===== config.mk =====
export PLATFORM = sky130hd
export DESIGN_NAME = scalar_kalman_filter_core
export DESIGN_NICKNAME = d
export VERILOG_FILES = /design/src/rtl/skf_pkg.sv /design/src/rtl/scalar_kalman_filter_core.sv
export VERILOG_INCLUDE_DIRS = /design/src /design/src/rtl
export SDC_FILE = /design/constraint.sdc
export NUM_CORES = 2
export LEC_CHECK = 0
export BUFFER_PORTS_ARGS = -buffer_cell sky130_fd_sc_hd__buf_2
export CORE_ASPECT_RATIO = 0.7
export CORE_MARGIN = 2
export CORE_UTILIZATION = 30
export CTS_CLUSTER_SIZE = 24
export DETAILED_ROUTE_END_ITERATION = 10
export REMOVE_ABC_BUFFERS = 1
export SLEW_MARGIN = 25
export SYNTH_ARGS = -nofsm -noshare
export SYNTH_HDL_FRONTEND = slang
export SYNTH_SLANG_ARGS = --single-unit

===== constraint.sdc =====
create_clock -name clk_i -period 17.3 [get_ports clk_i]
set_input_delay 0.865 -clock clk_i [delete_from_list [all_inputs] [get_ports clk_i]]
set_output_delay 0.865 -clock clk_i [all_outputs]
set_load 0.05 [all_outputs]

===== src/rtl/scalar_kalman_filter_core_defines.svh =====
// Assertion helpers for the scalar Kalman filter core.
`ifndef SCALAR_KALMAN_FILTER_CORE_DEFINES_SVH
`define SCALAR_KALMAN_FILTER_CORE_DEFINES_SVH

// Same-cycle implication, checked on the rising edge, muted in reset.
`define SKF_ASSERT_IMPL(label, clk, rst_n, ante, cons) \
  label: assert property (@(posedge clk) disable iff (!rst_n) (ante) |-> (cons)) \
    else $error("skf: same-cycle check failed");

// Next-cycle implication, checked on the rising edge, muted in reset.
`define SKF_ASSERT_NEXT(label, clk, rst_n, ante, cons) \
  label: assert property (@(posedge clk) disable iff (!rst_n) (ante) |=> (cons)) \
    else $error("skf: next-cycle check failed");

`endif


===== src/rtl/skf_pkg.sv =====
package skf_pkg;

  // register file
  localparam int unsigned ADDR_W = 5;

  typedef enum logic [2:0] {
    REG_STATE_GAIN    = 3'd0,
    REG_MEAS_GAIN     = 3'd1,
    REG_PROCESS_NOISE = 3'd2,
    REG_MEAS_NOISE    = 3'd3,
    REG_INIT_ESTIMATE = 3'd4,
    REG_INIT_VARIANCE = 3'd5
  } reg_idx_e;

  localparam logic [15:0] RST_STATE_GAIN    = 16'd4096;
  localparam logic [15:0] RST_MEAS_GAIN     = 16'd4096;
  localparam logic [31:0] RST_PROCESS_NOISE = 32'd6554;
  localparam logic [31:0] RST_MEAS_NOISE    = 32'd6554;
  localparam logic [31:0] RST_INIT_ESTIMATE = 32'd0;
  localparam logic [31:0] RST_INIT_VARIANCE = 32'd65536;

  // arithmetic
  localparam int unsigned GAIN_FRAC = 12;
  localparam int unsigned SQ_SHIFT  = 2 * GAIN_FRAC;
  localparam int unsigned DIGIT_W   = 4;
  localparam int unsigned MPL_W     = 32;
  localparam int unsigned MCAND_W   = 47;
  localparam int unsigned ACC_W     = 64;
  localparam int unsigned NUM_W     = 35;
  localparam int unsigned DEN_W     = 39;
  localparam int unsigned CNT_W     = 5;

  typedef enum logic [2:0] {
    ST_IDLE,
    ST_LOAD,
    ST_MUL,
    ST_DIV,
    ST_POST,
    ST_DONE
  } state_e;

  typedef enum logic [3:0] {
    OP_AX,   // A * x            -> predicted estimate
    OP_PA,   // p * |A|
    OP_PAA,  // p * |A| * |A|    -> predicted variance
    OP_PH,   // p1 * |H|         -> numerator
    OP_PHH,  // p1 * |H| * |H|   -> denominator
    OP_HX,   // H * x1           -> innovation
    OP_DIV,  // numerator / denominator -> gain
    OP_KE,   // k * e            -> corrected estimate
    OP_KH,   // k * H            -> variance factor
    OP_FP    // f * p1           -> corrected variance
  } op_e;

endpackage


===== src/rtl/scalar_kalman_filter_core.sv =====
// Filter transaction (mode 0): predict, gain division and correction run in turn;
// the gain division is skipped for a zero or overflowing denominator. The next
// input is accepted only once the result has entered the output stage.
// Reload transaction (mode 1): ST_IDLE, ST_DONE, then the output stage, one at a time.
// The filter step uses the shared 4-bit-digit multiplier and the radix-2 divider.
// rst_ni (async, active low) restores config registers, estimate 0, variance 1.0,
// and leaves the core idle with no result pending.
`include "scalar_kalman_filter_core_defines.svh"

module scalar_kalman_filter_core #(
  parameter int unsigned FRAC_BITS = 16
) (
  input  logic                       clk_i,
  input  logic                       rst_ni,
  // configuration port
  input  logic                       psel,
  input  logic                       penable,
  input  logic                       pwrite,
  input  logic [skf_pkg::ADDR_W-1:0] paddr,
  input  logic [31:0]                pwdata,
  output logic [31:0]                prdata,
  output logic                       pready,
  // input channel
  input  logic                       in_valid_i,
  output logic                       in_ready_o,
  input  logic                       mode_i,
  input  logic signed [31:0]         measurement_i,
  // output channel
  output logic                       out_valid_o,
  input  logic                       out_ready_i,
  output logic signed [31:0]         estimate_o,
  output logic [31:0]                variance_o,
  output logic signed [31:0]         kalman_gain_o
);

  // Local copies of package widths, so they can be used in size casts.
  localparam int unsigned DIGIT_W = skf_pkg::DIGIT_W;
  localparam int unsigned MPL_W   = skf_pkg::MPL_W;
  localparam int unsigned MCAND_W = skf_pkg::MCAND_W;
  localparam int unsigned ACC_W   = skf_pkg::ACC_W;
  localparam int unsigned NUM_W   = skf_pkg::NUM_W;
  localparam int unsigned DEN_W   = skf_pkg::DEN_W;
  localparam int unsigned CNT_W   = skf_pkg::CNT_W;
  localparam int unsigned GF      = skf_pkg::GAIN_FRAC;
  localparam int unsigned SQ_SH   = skf_pkg::SQ_SHIFT;

  // Partial product of one multiplier digit, dividend width, step counts.
  localparam int unsigned PP_W       = MCAND_W + DIGIT_W;
  localparam int unsigned N_W        = NUM_W + FRAC_BITS;
  localparam int unsigned STEPS_HALF = (MPL_W / 2) / DIGIT_W;
  localparam int unsigned STEPS_FULL = MPL_W / DIGIT_W;
  localparam int unsigned DIV_STEPS  = 32;
  localparam logic signed [64:0] FB_ONE = 65'sd1 <<< FRAC_BITS;

  localparam logic [31:0] S32_MAX = 32'h7FFF_FFFF;
  localparam logic [31:0] S32_MIN = 32'h8000_0000;
  localparam logic [31:0] U32_MAX = 32'hFFFF_FFFF;

  // --------------------------------------------------------------------------
  // Helpers
  // --------------------------------------------------------------------------
  function automatic logic [15:0] abs16(input logic [15:0] v);
    abs16 = v[15] ? (~v + 16'd1) : v;
  endfunction

  function automatic logic [31:0] abs32(input logic [31:0] v);
    abs32 = v[31] ? (~v + 32'd1) : v;
  endfunction

  // Saturate a 65-bit two's complement value to signed 32 bits.
  function automatic logic [31:0] sat_s32(input logic [64:0] v);
    if (v[64:31] == {34{v[64]}}) begin
      sat_s32 = v[31:0];
    end else begin
      sat_s32 = v[64] ? S32_MIN : S32_MAX;
    end
  endfunction

  // --------------------------------------------------------------------------
  // Configuration registers (APB, zero wait states)
  // --------------------------------------------------------------------------
  logic signed [15:0] cfg_a_q;   // A, Q4.12
  logic signed [15:0] cfg_h_q;   // H, Q4.12
  logic [31:0]        cfg_pn_q;  // q
  logic [31:0]        cfg_mn_q;  // r
  logic signed [31:0] cfg_ie_q;  // init estimate
  logic [31:0]        cfg_iv_q;  // init variance

  skf_pkg::reg_idx_e reg_idx;
  logic              cfg_wr;

  assign reg_idx = skf_pkg::reg_idx_e'(paddr[skf_pkg::ADDR_W-1:2]);
  assign cfg_wr  = psel && penable && pwrite && pready;
  assign pready  = 1'b1;

  // Indexes past the register list are ignored on write and read as zero.
  always_ff @(posedge clk_i or negedge rst_ni) begin
    if (!rst_ni) begin
      cfg_a_q  <= skf_pkg::RST_STATE_GAIN;
      cfg_h_q  <= skf_pkg::RST_MEAS_GAIN;
      cfg_pn_q <= skf_pkg::RST_PROCESS_NOISE;
      cfg_mn_q <= skf_pkg::RST_MEAS_NOISE;
      cfg_ie_q <= skf_pkg::RST_INIT_ESTIMATE;
      cfg_iv_q <= skf_pkg::RST_INIT_VARIANCE;
    end else if (cfg_wr) begin
      case (reg_idx)
        skf_pkg::REG_STATE_GAIN:    cfg_a_q  <= pwdata[15:0];
        skf_pkg::REG_MEAS_GAIN:     cfg_h_q  <= pwdata[15:0];
        skf_pkg::REG_PROCESS_NOISE: cfg_pn_q <= pwdata;
        skf_pkg::REG_MEAS_NOISE:    cfg_mn_q <= pwdata;
        skf_pkg::REG_INIT_ESTIMATE: cfg_ie_q <= pwdata;
        skf_pkg::REG_INIT_VARIANCE: cfg_iv_q <= pwdata;
        default: ;
      endcase
    end
  end

  always_comb begin
    case (reg_idx)
      skf_pkg::REG_STATE_GAIN:    prdata = {{16{cfg_a_q[15]}}, cfg_a_q};
      skf_pkg::REG_MEAS_GAIN:     prdata = {{16{cfg_h_q[15]}}, cfg_h_q};
      skf_pkg::REG_PROCESS_NOISE: prdata = cfg_pn_q;
      skf_pkg::REG_MEAS_NOISE:    prdata = cfg_mn_q;
      skf_pkg::REG_INIT_ESTIMATE: prdata = cfg_ie_q;
      skf_pkg::REG_INIT_VARIANCE: prdata = cfg_iv_q;
      default:                    prdata = '0;
    endcase
  end

  // --------------------------------------------------------------------------
  // Sequencer and datapath registers
  // --------------------------------------------------------------------------
  // Control state (reset)
  skf_pkg::state_e state_q, state_d;
  skf_pkg::op_e    op_q, op_d;
  logic            out_valid_q, out_valid_d;
  logic [CNT_W-1:0] cnt_q, cnt_d;
  // Filter state: x_q also holds x1 mid-step, p_q holds p1 mid-step.
  logic signed [31:0] x_q, x_d;
  logic [31:0]        p_q, p_d;

  // Working payload (no reset)
  logic signed [31:0] z_q, z_d;         // measurement
  logic signed [31:0] k_q, k_d;         // gain
  logic signed [31:0] e_q, e_d;         // innovation
  logic [31:0]        f_q, f_d;         // variance factor 1 - k*H
  logic [NUM_W-1:0]   num_q, num_d;
  logic [DEN_W-1:0]   den_q, den_d;
  logic [MCAND_W-1:0] mcand_q, mcand_d;
  logic [MPL_W-1:0]   mplier_q, mplier_d;
  logic               neg_q, neg_d;
  logic [ACC_W-1:0]   acc_q, acc_d;
  logic [DEN_W-1:0]   rem_q, rem_d;
  logic [31:0]        dq_q, dq_d;       // dividend low bits in, quotient bits out
  logic signed [31:0] est_out_q, est_out_d;
  logic [31:0]        var_out_q, var_out_d;
  logic signed [31:0] gain_out_q, gain_out_d;

  // --------------------------------------------------------------------------
  // Arithmetic around the shared units
  // --------------------------------------------------------------------------
  // Multiplier: MSB-first, one 4-bit digit of the multiplier per cycle,
  // acc = acc*16 + mcand*digit. Operands are magnitudes; neg_q gives the sign.
  logic [DIGIT_W-1:0] digit;
  logic [PP_W-1:0]    pp;
  assign digit = mplier_q[MPL_W-1 -: DIGIT_W];
  assign pp    = PP_W'(mcand_q) * PP_W'(digit);

  // Signed product and its floor shifts
  logic signed [64:0] prod_s, sh_gf, sh_fb;
  assign prod_s = neg_q ? -$signed({1'b0, acc_q}) : $signed({1'b0, acc_q});
  assign sh_gf  = prod_s >>> GF;
  assign sh_fb  = prod_s >>> FRAC_BITS;

  logic signed [64:0] z_ext, x_ext, hx_diff, ke_sum, f_s;
  assign z_ext   = {{33{z_q[31]}}, z_q};
  assign x_ext   = {{33{x_q[31]}}, x_q};
  assign hx_diff = z_ext - sh_gf;
  assign ke_sum  = x_ext + sh_fb;
  assign f_s     = FB_ONE - sh_gf;

  // Predicted variance: (A*A*p >> 24) + q
  logic [40:0] paa_sum;
  assign paa_sum = {1'b0, acc_q[ACC_W-1:SQ_SH]} + {9'd0, cfg_pn_q};

  // Corrected variance: f*p1 >> FRAC_BITS
  logic [ACC_W-1:0] fp_sh;
  assign fp_sh = acc_q >> FRAC_BITS;

  // Divider set-up: dividend = num << FRAC_BITS. The high part starts as the
  // partial remainder; if it already reaches the divisor the quotient is at
  // least 2^32 and the gain saturates without iterating.
  logic [N_W-1:0] div_n;
  logic [DEN_W-1:0] div_hi;
  logic           div_ovf;
  assign div_n   = N_W'(num_q) << FRAC_BITS;
  assign div_hi  = DEN_W'(div_n[N_W-1:32]);
  assign div_ovf = div_hi >= den_q;

  // Radix-2 restoring step
  logic [DEN_W:0] rem_sh;
  logic           rem_ge;
  assign rem_sh = {rem_q, dq_q[31]};
  assign rem_ge = rem_sh >= {1'b0, den_q};

  logic in_acc;
  logic out_load;
  assign in_acc   = in_valid_i && in_ready_o;
  assign out_load = !out_valid_q || out_ready_i;

  // --------------------------------------------------------------------------
  // Next state and datapath control
  // --------------------------------------------------------------------------
  always_comb begin
    state_d     = state_q;
    op_d        = op_q;
    out_valid_d = out_valid_q && !out_ready_i;
    cnt_d       = cnt_q;
    x_d         = x_q;
    p_d         = p_q;
    z_d         = z_q;
    k_d         = k_q;
    e_d         = e_q;
    f_d         = f_q;
    num_d       = num_q;
    den_d       = den_q;
    mcand_d     = mcand_q;
    mplier_d    = mplier_q;
    neg_d       = neg_q;
    acc_d       = acc_q;
    rem_d       = rem_q;
    dq_d        = dq_q;
    est_out_d   = est_out_q;
    var_out_d   = var_out_q;
    gain_out_d  = gain_out_q;

    case (state_q)
      skf_pkg::ST_IDLE: begin
        if (in_acc) begin
          if (mode_i) begin
            // reload: state straight from the init registers
            x_d     = cfg_ie_q;
            p_d     = cfg_iv_q;
            k_d     = '0;
            state_d = skf_pkg::ST_DONE;
          end else begin
            z_d     = measurement_i;
            op_d    = skf_pkg::OP_AX;
            state_d = skf_pkg::ST_LOAD;
          end
        end
      end

      skf_pkg::ST_LOAD: begin
        // operands for the next operation; default is a 16-bit multiplier
        acc_d   = '0;
        neg_d   = 1'b0;
        cnt_d   = CNT_W'(STEPS_HALF - 1);
        state_d = skf_pkg::ST_MUL;
        case (op_q)
          skf_pkg::OP_AX: begin
            mplier_d = {abs16(cfg_a_q), 16'd0};
            mcand_d  = MCAND_W'(abs32(x_q));
            neg_d    = cfg_a_q[15] ^ x_q[31];
          end
          skf_pkg::OP_PA: begin
            mplier_d = {abs16(cfg_a_q), 16'd0};
            mcand_d  = MCAND_W'(p_q);
          end
          skf_pkg::OP_PAA: begin
            mplier_d = {abs16(cfg_a_q), 16'd0};   // mcand holds p*|A|
          end
          skf_pkg::OP_PH: begin
            mplier_d = {abs16(cfg_h_q), 16'd0};
            mcand_d  = MCAND_W'(p_q);
          end
          skf_pkg::OP_PHH: begin
            mplier_d = {abs16(cfg_h_q), 16'd0};   // mcand holds p1*|H|
          end
          skf_pkg::OP_HX: begin
            mplier_d = {abs16(cfg_h_q), 16'd0};
            mcand_d  = MCAND_W'(abs32(x_q));
            neg_d    = cfg_h_q[15] ^ x_q[31];
          end
          skf_pkg::OP_DIV: begin
            if (den_q == '0) begin
              // zero denominator: no gain, correction leaves x1 and p1
              k_d     = '0;
              op_d    = skf_pkg::OP_KE;
              state_d = skf_pkg::ST_LOAD;
            end else if (div_ovf) begin
              k_d     = cfg_h_q[15] ? S32_MIN : S32_MAX;
              op_d    = skf_pkg::OP_KE;
              state_d = skf_pkg::ST_LOAD;
            end else begin
              rem_d   = div_hi;
              dq_d    = div_n[31:0];
              cnt_d   = CNT_W'(DIV_STEPS - 1);
              state_d = skf_pkg::ST_DIV;
            end
          end
          skf_pkg::OP_KE: begin
            mplier_d = abs32(e_q);
            mcand_d  = MCAND_W'(abs32(k_q));
            neg_d    = k_q[31] ^ e_q[31];
            cnt_d    = CNT_W'(STEPS_FULL - 1);
          end
          skf_pkg::OP_KH: begin
            mplier_d = {abs16(cfg_h_q), 16'd0};
            mcand_d  = MCAND_W'(abs32(k_q));
            neg_d    = k_q[31] ^ cfg_h_q[15];
          end
          skf_pkg::OP_FP: begin
            mplier_d = f_q;
            mcand_d  = MCAND_W'(p_q);
            cnt_d    = CNT_W'(STEPS_FULL - 1);
          end
          default: state_d = skf_pkg::ST_IDLE;
        endcase
      end

      skf_pkg::ST_MUL: begin
        acc_d    = (acc_q << DIGIT_W) + ACC_W'(pp);
        mplier_d = mplier_q << DIGIT_W;
        cnt_d    = cnt_q - CNT_W'(1);
        if (cnt_q == '0) begin
          state_d = skf_pkg::ST_POST;
        end
      end

      skf_pkg::ST_DIV: begin
        rem_d = rem_ge ? DEN_W'(rem_sh - {1'b0, den_q}) : rem_sh[DEN_W-1:0];
        dq_d  = {dq_q[30:0], rem_ge};
        cnt_d = cnt_q - CNT_W'(1);
        if (cnt_q == '0) begin
          state_d = skf_pkg::ST_POST;
        end
      end

      skf_pkg::ST_POST: begin
        state_d = skf_pkg::ST_LOAD;
        case (op_q)
          skf_pkg::OP_AX: begin
            x_d  = sat_s32(sh_gf);
            op_d = skf_pkg::OP_PA;
          end
          skf_pkg::OP_PA: begin
            mcand_d = acc_q[MCAND_W-1:0];
            op_d    = skf_pkg::OP_PAA;
          end
          skf_pkg::OP_PAA: begin
            p_d  = (paa_sum[40:32] != '0) ? U32_MAX : paa_sum[31:0];
            op_d = skf_pkg::OP_PH;
          end
          skf_pkg::OP_PH: begin
            num_d   = acc_q[GF +: NUM_W];
            mcand_d = acc_q[MCAND_W-1:0];
            op_d    = skf_pkg::OP_PHH;
          end
          skf_pkg::OP_PHH: begin
            den_d = DEN_W'(acc_q[ACC_W-1:SQ_SH]) + DEN_W'(cfg_mn_q);
            op_d  = skf_pkg::OP_HX;
          end
          skf_pkg::OP_HX: begin
            e_d  = sat_s32(hx_diff);
            op_d = skf_pkg::OP_DIV;
          end
          skf_pkg::OP_DIV: begin
            // quotient above 2^31 - 1 saturates; negative H flips the sign
            if (cfg_h_q[15]) begin
              k_d = dq_q[31] ? S32_MIN : (~dq_q + 32'd1);
            end else begin
              k_d = dq_q[31] ? S32_MAX : dq_q;
            end
            op_d = skf_pkg::OP_KE;
          end
          skf_pkg::OP_KE: begin
            x_d  = sat_s32(ke_sum);
            op_d = skf_pkg::OP_KH;
          end
          skf_pkg::OP_KH: begin
            // factor below zero clamps to zero, above 32 bits to all ones
            if (f_s[64]) begin
              f_d = '0;
            end else if (f_s[63:32] != '0) begin
              f_d = U32_MAX;
            end else begin
              f_d = f_s[31:0];
            end
            op_d = skf_pkg::OP_FP;
          end
          skf_pkg::OP_FP: begin
            p_d     = (fp_sh[ACC_W-1:32] != '0) ? U32_MAX : fp_sh[31:0];
            state_d = skf_pkg::ST_DONE;
          end
          default: state_d = skf_pkg::ST_IDLE;
        endcase
      end

      skf_pkg::ST_DONE: begin
        // wait here while a previous result is still held in the output stage
        if (out_load) begin
          est_out_d   = x_q;
          var_out_d   = p_q;
          gain_out_d  = k_q;
          out_valid_d = 1'b1;
          state_d     = skf_pkg::ST_IDLE;
        end
      end

      default: state_d = skf_pkg::ST_IDLE;
    endcase
  end

  always_ff @(posedge clk_i or negedge rst_ni) begin
    if (!rst_ni) begin
      state_q     <= skf_pkg::ST_IDLE;
      op_q        <= skf_pkg::OP_AX;
      out_valid_q <= 1'b0;
      cnt_q       <= '0;
      x_q         <= skf_pkg::RST_INIT_ESTIMATE;
      p_q         <= skf_pkg::RST_INIT_VARIANCE;
    end else begin
      state_q     <= state_d;
      op_q        <= op_d;
      out_valid_q <= out_valid_d;
      cnt_q       <= cnt_d;
      x_q         <= x_d;
      p_q         <= p_d;
    end
  end

  always_ff @(posedge clk_i) begin
    z_q        <= z_d;
    k_q        <= k_d;
    e_q        <= e_d;
    f_q        <= f_d;
    num_q      <= num_d;
    den_q      <= den_d;
    mcand_q    <= mcand_d;
    mplier_q   <= mplier_d;
    neg_q      <= neg_d;
    acc_q      <= acc_d;
    rem_q      <= rem_d;
    dq_q       <= dq_d;
    est_out_q  <= est_out_d;
    var_out_q  <= var_out_d;
    gain_out_q <= gain_out_d;
  end

  // --------------------------------------------------------------------------
  // Ports
  // --------------------------------------------------------------------------
  assign in_ready_o    = (state_q == skf_pkg::ST_IDLE);
  assign out_valid_o   = out_valid_q;
  assign estimate_o    = est_out_q;
  assign variance_o    = var_out_q;
  assign kalman_gain_o = gain_out_q;

  // --------------------------------------------------------------------------
  // Assertions
  // --------------------------------------------------------------------------
  // reload transaction lands the init registers and a zero gain
  `SKF_ASSERT_NEXT(a_reload_state, clk_i, rst_ni, in_acc && mode_i, (x_q == $past(cfg_ie_q)) && (p_q == $past(cfg_iv_q)) && (k_q == '0))
  // filter transaction always starts with the A*x product
  `SKF_ASSERT_NEXT(a_filter_start, clk_i, rst_ni, in_acc && !mode_i, (state_q == skf_pkg::ST_LOAD) && (op_q == skf_pkg::OP_AX))
  // partial remainder stays below the divisor throughout the division
  `SKF_ASSERT_IMPL(a_div_rem, clk_i, rst_ni, state_q == skf_pkg::ST_DIV, rem_q < den_q)
  // zero denominator forces a zero gain
  `SKF_ASSERT_NEXT(a_zero_den, clk_i, rst_ni, (state_q == skf_pkg::ST_LOAD) && (op_q == skf_pkg::OP_DIV) && (den_q == '0), k_q == '0)

endmodule


==> Word-level counts from Yosys, hierarchy flattened <==
Cells that the tools add are included.
{ "classes": {"add_sub_neg": 15, "multipliers": 1, "n_lt_le_gt_ge": 2, "n_eq_ne": 38, "muxes": 73, "n_bitwise": 11, "reduce_logical": 51} }
{ "ops": {"columns": ["operator", "n"], "rows": [
  ["$mux W32", 28],
  ["$pmux W32 S2", 6],
  ["$pmux W32 S6", 1],
  ["$mux W39", 4],
  ["$pmux W47 S3", 1],
  ["$add A32 B1 Y32 const B", 4],
  ["$not A32 Y32", 4],
  ["$pmux W32 S4", 1],
  ["$pmux W64 S2", 1],
  ["$pmux W32 S3", 1],
  ["$pmux W47 S2", 1],
  ["$pmux W39 S2", 1],
  ["$eq A33 B33 Y1", 2],
  ["$mux W65", 1],
  ["$neg A64 Y65", 1],
  ["$add A64 B51 Y64", 1],
  ["$reduce_bool A32 Y1", 2],
  ["$sub A18 B53 Y54 const A", 1],
  ["$sub A32 B53 Y54", 1],
  ["$mul A47 B4 Y51", 1],
  ["$add A32 B49 Y50", 1],
  ["$mux W47", 1],
  ["$add A40 B32 Y41", 1],
  ["$ge A40 B39 Y1", 1],
  ["other kinds (55)", 124]
]} }
{ "word_totals": {"ff_bits": 750, "in_bits": 77, "out_inout_bits": 131, "elab_cells": 218} }

==> Logic depth before layout (Yosys ltp) <==
{ "logic_depth": {"ltp_word": 7, "ltp_mapped": 25} }

==> Least setup slack after synthesis <==
Ideal clock, no wire load.
{ "synth_timing": {"kind": "reg2reg", "start": "register acc_q[36]", "end": "register x_q[1]", "arrival_time_ns": 6.688, "required_ns": 17.158, "slack_ns": 10.469, "stages_incl_launch_ff": 25, "n_path_buf": 4, "synth_period_minus_slack_ns": 6.831, "cell_sequence": "edfxtp_1 > buf_6 > or4_4 > or4_4 > or3_1 > or3_4 > buf_6 > o31ai_2 > xnor2_1 > ha_1 > clkbuf_1 > a21oi_1 > o21bai_1 > a221o_1 > and3_1 > or4_1 > and3_1 > or3_1 > a21o_1 > a211o_1 > nor4b_1 > nand4_1 > clkbuf_1 > o22ai_1 > o221ai_1"} }
{ "synth_via": {"elab_chain_len": 7, "elab_cells_between_ends": 11, "classes_between": "2 x add/sub; 2 x eq/ne; 7 x mux"} }
{ "synth_lines": {"columns": ["element", "line", "text"], "rows": [
  ["from (decl)", "scalar_kalman_filter_core.sv:152", "logic [ACC_W-1:0] acc_q, acc_d;"],
  ["from (signal assigned)", "scalar_kalman_filter_core.sv:443", "acc_q <= acc_d;"],
  ["$neg A64 Y65", "scalar_kalman_filter_core.sv:171", "assign prod_s = neg_q ? -$signed({1'b0, acc_q}) : $signed({1'b0, acc_q});"],
  ["$mux W65 *", "scalar_kalman_filter_core.sv:171", null],
  ["$add A32 B49 Y50", "scalar_kalman_filter_core.sv:179", "assign ke_sum = x_ext + sh_fb;"],
  ["$eq A33 B33 Y1 or $mux W32 (tied branches)", "scalar_kalman_filter_core.sv:72, scalar_kalman_filter_core.sv:75", null],
  ["$mux W32", "scalar_kalman_filter_core.sv:72", "if (v[64:31] == {34{v[64]}}) begin"],
  ["$pmux W32 S2 *", "scalar_kalman_filter_core.sv:342", "case (op_q)"],
  ["$pmux W32 S2 *", "scalar_kalman_filter_core.sv:237", "case (state_q)"],
  ["to (signal assigned)", "scalar_kalman_filter_core.sv:421", "x_q <= skf_pkg::RST_INIT_ESTIMATE;"],
  ["to (decl)", "scalar_kalman_filter_core.sv:139", "logic signed [31:0] x_q, x_d;"]
]} }
Mark *: on every way between the ends. The rest lies on a longest branch, timed or not.
A chain may end at the register's enable or synchronous reset.

==> Worst setup path after layout <==
{ "layout_timing": {"start": "register acc_q[28]", "end": "register x_q[8]"} }
The elaborated chain is that of the path after synthesis.

==> impl_metrics.prom <==
# TYPE chip_impl_metric gauge
chip_impl_metric{name="drc",unit=""} 0
chip_impl_metric{name="synth.yosys.seq_area_share",unit="%"} 38.2
chip_impl_metric{name="final.setup.tns",unit="ps"} 0
chip_impl_metric{name="register_bit_count_reported_by_yosys",unit=""} 750
chip_impl_metric{name="synth_edf_count",unit=""} 513
chip_impl_info{name="cell_types_with_the_highest_counts_after_synthesis",value="555 x sky130_fd_sc_hd__nand2_1, 513 x sky130_fd_sc_hd__edfxtp_1, 463 x sky130_fd_sc_hd__nor2_1, 368 x sky130_fd_sc_hd__o21ai_0, 348 x sky130_fd_sc_hd__a21oi_1"} 1
chip_impl_metric{name="syn_avg_cell_area",unit="um^2"} 9.47
chip_impl_metric{name="drt-initial-drc-count",unit=""} 6580
chip_impl_metric{name="per_cell_via_count_in_the_routed_design",unit=""} 5.72
chip_impl_metric{name="tightestPinTransition",unit="ps"} 1090
chip_impl_metric{name="yosys_warnings",unit=""} 0
chip_impl_metric{name="finalCritPeriodShare",unit="%"} 49.9
chip_impl_metric{name="cts_inserted_buffers",unit=""} 84
chip_impl_metric{name="slew-limit-headroom",unit="%"} 27.4
chip_impl_metric{name="clockBufferDepth",unit=""} 3
chip_impl_metric{name="route.antenna.remaining_nets",unit=""} 0
chip_impl_metric{name="pin_count_of_the_biggest_net_entering_global_routing",unit=""} 149
chip_impl_info{name="setup_repair_after_global_routing_missed_its_margin",value="false"} 1
chip_impl_metric{name="final_layout_size_suffix_gt1_share",unit="%"} 13.2
chip_impl_metric{name="htree_levels",unit=""} 3
chip_impl_info{name="synth_area_leaders",value="sky130_fd_sc_hd__edfxtp_1 28%, sky130_fd_sc_hd__dfrtp_1 9.8%, sky130_fd_sc_hd__ha_1 6.6%, sky130_fd_sc_hd__fa_1 5.1%, sky130_fd_sc_hd__xnor2_1 4.7%"} 1
chip_impl_metric{name="synthArstFlopShare",unit="%"} 31.6
chip_impl_metric{name="worstSkewPairLatency",unit="ps"} 760
chip_impl_info{name="synth_top_flop_cell",value="sky130_fd_sc_hd__edfxtp_1"} 1
chip_impl_metric{name="grt_use_met1",unit="%"} 32.3
chip_impl_metric{name="worstRegToRegCells",unit=""} 20
chip_impl_metric{name="clock_sink_count",unit=""} 750
chip_impl_metric{name="floorplan.io_pins",unit=""} 208
chip_impl_metric{name="route.detailed.wl_per_inst",unit="um"} 25.7
chip_impl_metric{name="post-place-cells",unit=""} 8408
chip_impl_metric{name="postCtsSetupBuffers",unit=""} 0
chip_impl_metric{name="synthToLayoutAreaGrowth",unit="%"} 12.6
chip_impl_metric{name="post_route_clock_skew",unit="ps"} 73.2
chip_impl_info{name="crit_type",value="flop to flop"} 1
chip_impl_metric{name="timing_limited_maximum_frequency",unit="MHz"} 116
chip_impl_metric{name="grt_util_all_layers",unit="%"} 22.6
chip_impl_metric{name="grt_util_met2",unit="%"} 30.5
chip_impl_metric{name="finalWeightedCongestion",unit=""} 0.989
chip_impl_metric{name="path_clk_slew",unit="ps"} 70
chip_impl_metric{name="dpl_cell_area",unit="mm^2"} 0.0600
chip_impl_metric{name="slew_violations",unit=""} 0
chip_impl_info{name="crit-reg2reg-launch",value="acc_q[28]"} 1
chip_impl_metric{name="fp-row-count",unit=""} 132
chip_impl_info{name="yosys.cell_count.top_type",value="sky130_fd_sc_hd__nand2_1"} 1
chip_impl_info{name="clock_tree.root_cell",value="sky130_fd_sc_hd__clkbuf_16"} 1
chip_impl_metric{name="num_vias",unit=""} 49125
chip_impl_metric{name="cts_hold_repair.buffers",unit=""} 0
chip_impl_info{name="clock_tree_from_tritoncts",value="built"} 1
chip_impl_metric{name="die_w",unit="um"} 520
chip_impl_metric{name="design.die.area",unit="mm^2"} 0.190
chip_impl_metric{name="detail_route.wirelength",unit="um"} 221000
chip_impl_metric{name="core-area",unit="mm^2"} 0.185
chip_impl_metric{name="drt_first_pass_iters",unit=""} 9
chip_impl_metric{name="critical_path_arrival",unit="ps"} 9280
chip_impl_info{name="timing.hold.worst.class",value="primary input to asynchronous set/reset pin"} 1
chip_impl_metric{name="path_max_fanout",unit=""} 31
chip_impl_info{name="critPathCaptureType",value="flop"} 1
chip_impl_metric{name="grt_util_met3",unit="%"} 8.16
chip_impl_info{name="worst_setup_path_startpoint",value="acc_q[28]"} 1
chip_impl_metric{name="num-fill-cells",unit=""} 18967
chip_impl_metric{name="postSynthCellCount",unit=""} 5897
chip_impl_metric{name="report.final.setup_viol",unit=""} 0
chip_impl_info{name="busiest_layer",value="met1"} 1
chip_impl_metric{name="synth_cell_type_count",unit=""} 98
chip_impl_metric{name="critPathRequiredTime",unit="ps"} 17940
chip_impl_info{name="netlist.top_cell.by_area",value="sky130_fd_sc_hd__edfxtp_1"} 1
chip_impl_metric{name="portBuffers",unit=""} 204
chip_impl_metric{name="final_design_area_no_fill",unit="mm^2"} 0.0629
chip_impl_metric{name="ctsResizeCount",unit=""} 0
chip_impl_metric{name="synth_top_cell_area_share",unit="%"} 27.6
chip_impl_metric{name="hpwl",unit="um"} 168000
chip_impl_metric{name="antenna_violations_before_repair",unit=""} 33
chip_impl_metric{name="initial_utilization",unit="%"} 30.2
chip_impl_metric{name="number_of_global_route_vias_before_repair",unit=""} 45438
chip_impl_metric{name="floorplan.die.height",unit="um"} 365
chip_impl_metric{name="globalRoute.totalOverflow",unit=""} 0
chip_impl_metric{name="min_period",unit="ps"} 8640
chip_impl_metric{name="hold_viol",unit=""} 0
chip_impl_metric{name="synthesis.area",unit="mm^2"} 0.0558
chip_impl_metric{name="grt_pass1_wl",unit="um"} 318000
chip_impl_info{name="startpoint_type",value="flop"} 1
chip_impl_metric{name="finalNonFillerCells",unit=""} 8590
chip_impl_metric{name="fin_worst_hold_slack",unit="ps"} 155
chip_impl_metric{name="final_net_count",unit=""} 6527
chip_impl_info{name="outcome",value="completed"} 1
chip_impl_metric{name="drv_cap",unit=""} 0
==> kinds of logic (layout without fill, tap and decap cells) <==
| group | count (synthesis) | count (layout) | synth area share (%) |
|---|---|---|---|
| adders and majority gates | 434 | 434 | 11.6 |
| buffers and inverters | 590 | 780 | 4.07 |
| AOI/OAI and AO/OA | 1673 | 1673 | 19.5 |
| and+or+nand+nor | 1809 | 1809 | 15.6 |
| xor gates and xnor gates | 425 | 425 | 6.68 |
| muxes | 215 | 215 | 4.26 |
| DFF | 750 | 750 | 38.2 |
| other | 1 | 25 | 0.00672 |
==> flip-flops by register name (all words and copies together) (netlist names), 35 cells and up <==
| name | count |
|---|---|
| den_q | 39 |
| mcand_q | 47 |
| acc_q | 64 |
| num_q | 35 |
| rem_q | 39 |
==> final timing paths <==
| kind | endpoint | slack, ps |
|---|---|---|
| worst min register to register | cnt_q[0] | 500 |
| worst min-delay path | cfg_iv_q[12] | 160 |
| min in group clk_i | z_q[1] | 320 |
| max in group asynchronous | x_q[31] | 15730 |
| worst max register to register | x_q[8] | 8660 |
| worst max-delay path | x_q[8] | 8660 |
==> layout by cell type (no fill, tap or decap), types with 67 or more instances in the layout <==
| cell type | netlist | final |
|---|---|---|
| sky130_fd_sc_hd__nand2b_1 | 67 | 67 |
| sky130_fd_sc_hd__clkbuf_16 | 0 | 84 |
| sky130_fd_sc_hd__xnor2_1 | 299 | 298 |
| sky130_fd_sc_hd__mux2_2 | 181 | 181 |
| sky130_fd_sc_hd__buf_2 | 6 | 203 |
| sky130_fd_sc_hd__edfxtp_1 | 513 | 513 |
| sky130_fd_sc_hd__o21ai_0 | 368 | 367 |
| sky130_fd_sc_hd__dfrtp_1 | 219 | 216 |
| sky130_fd_sc_hd__nor3_1 | 89 | 86 |
| sky130_fd_sc_hd__and2_1 | 76 | 76 |
| sky130_fd_sc_hd__buf_4 | 1 | 118 |
| sky130_fd_sc_hd__a21oi_1 | 348 | 345 |
| sky130_fd_sc_hd__fa_1 | 141 | 141 |
| sky130_fd_sc_hd__a22oi_1 | 122 | 121 |
| sky130_fd_sc_hd__a31oi_1 | 76 | 75 |
| sky130_fd_sc_hd__xor2_1 | 125 | 125 |
| sky130_fd_sc_hd__nor4_1 | 77 | 74 |
| sky130_fd_sc_hd__ha_1 | 293 | 293 |
| sky130_fd_sc_hd__nand3_1 | 128 | 128 |
| sky130_fd_sc_hd__or3_1 | 68 | 68 |
| sky130_fd_sc_hd__inv_1 | 295 | 295 |
| sky130_fd_sc_hd__o22ai_1 | 84 | 84 |
| sky130_fd_sc_hd__nand2_1 | 555 | 550 |
| sky130_fd_sc_hd__nor2_1 | 463 | 451 |
| sky130_fd_sc_hd__a21o_1 | 178 | 178 |
| sky130_fd_sc_hd__o31ai_1 | 81 | 79 |
==> area by class of cell <==
class / instances / area (um^2) / share of cell area [%]
repair buffers: 326 / 1980 / 3.15
flip-flops and latches: 750 / 21400 / 34.0
well taps: 2479 / 3100 / 4.93
inverters: 297 / 1110 / 1.77
clock inverters: 46 / 543 / 0.864
diodes: 24 / 60.1 / 0.0955
multi-input cells: 4557 / 32400 / 51.6
clock buffers: 111 / 2260 / 3.60
==> metal layers <==
metal	vias to the layer above	share of wire, %
li1	21915	-
met1	24247	44
met3	388	12
met5	-	0.019
met4	6	4.0
met2	2569	39
==> stage by stage <==
step	util [%]	setup slack (ps)
after detailed placement	32.4	8360
after floorplan	-	8990
after global routing	34.0	8260
after global placement	32.4	8510
after CTS	33.9	8320
final	34.0	8660
==> worst max-delay path, cell delays in order (launching register included) <==
cell,delay [ps]
sky130_fd_sc_hd__edfxtp_1,790
sky130_fd_sc_hd__or3_1,590
sky130_fd_sc_hd__nor3_1,290
sky130_fd_sc_hd__nand4_2,520
sky130_fd_sc_hd__o41ai_1,500
sky130_fd_sc_hd__xor2_1,600
sky130_fd_sc_hd__inv_1,190
sky130_fd_sc_hd__ha_1,430
sky130_fd_sc_hd__nand2_1,250
sky130_fd_sc_hd__nor2_1,110
sky130_fd_sc_hd__a31oi_1,160
sky130_fd_sc_hd__o21ai_0,190
sky130_fd_sc_hd__o31ai_1,890
sky130_fd_sc_hd__o21ai_2,410
sky130_fd_sc_hd__or3_1,460
sky130_fd_sc_hd__o41a_1,320
sky130_fd_sc_hd__a211o_1,230
sky130_fd_sc_hd__nor4b_1,400
sky130_fd_sc_hd__nand3_1,370
sky130_fd_sc_hd__o21a_2,530
sky130_fd_sc_hd__o21ai_0,250
Power is not shown: default switching activity piles up to over one toggle a cycle in this logic, so the estimate is an artifact.
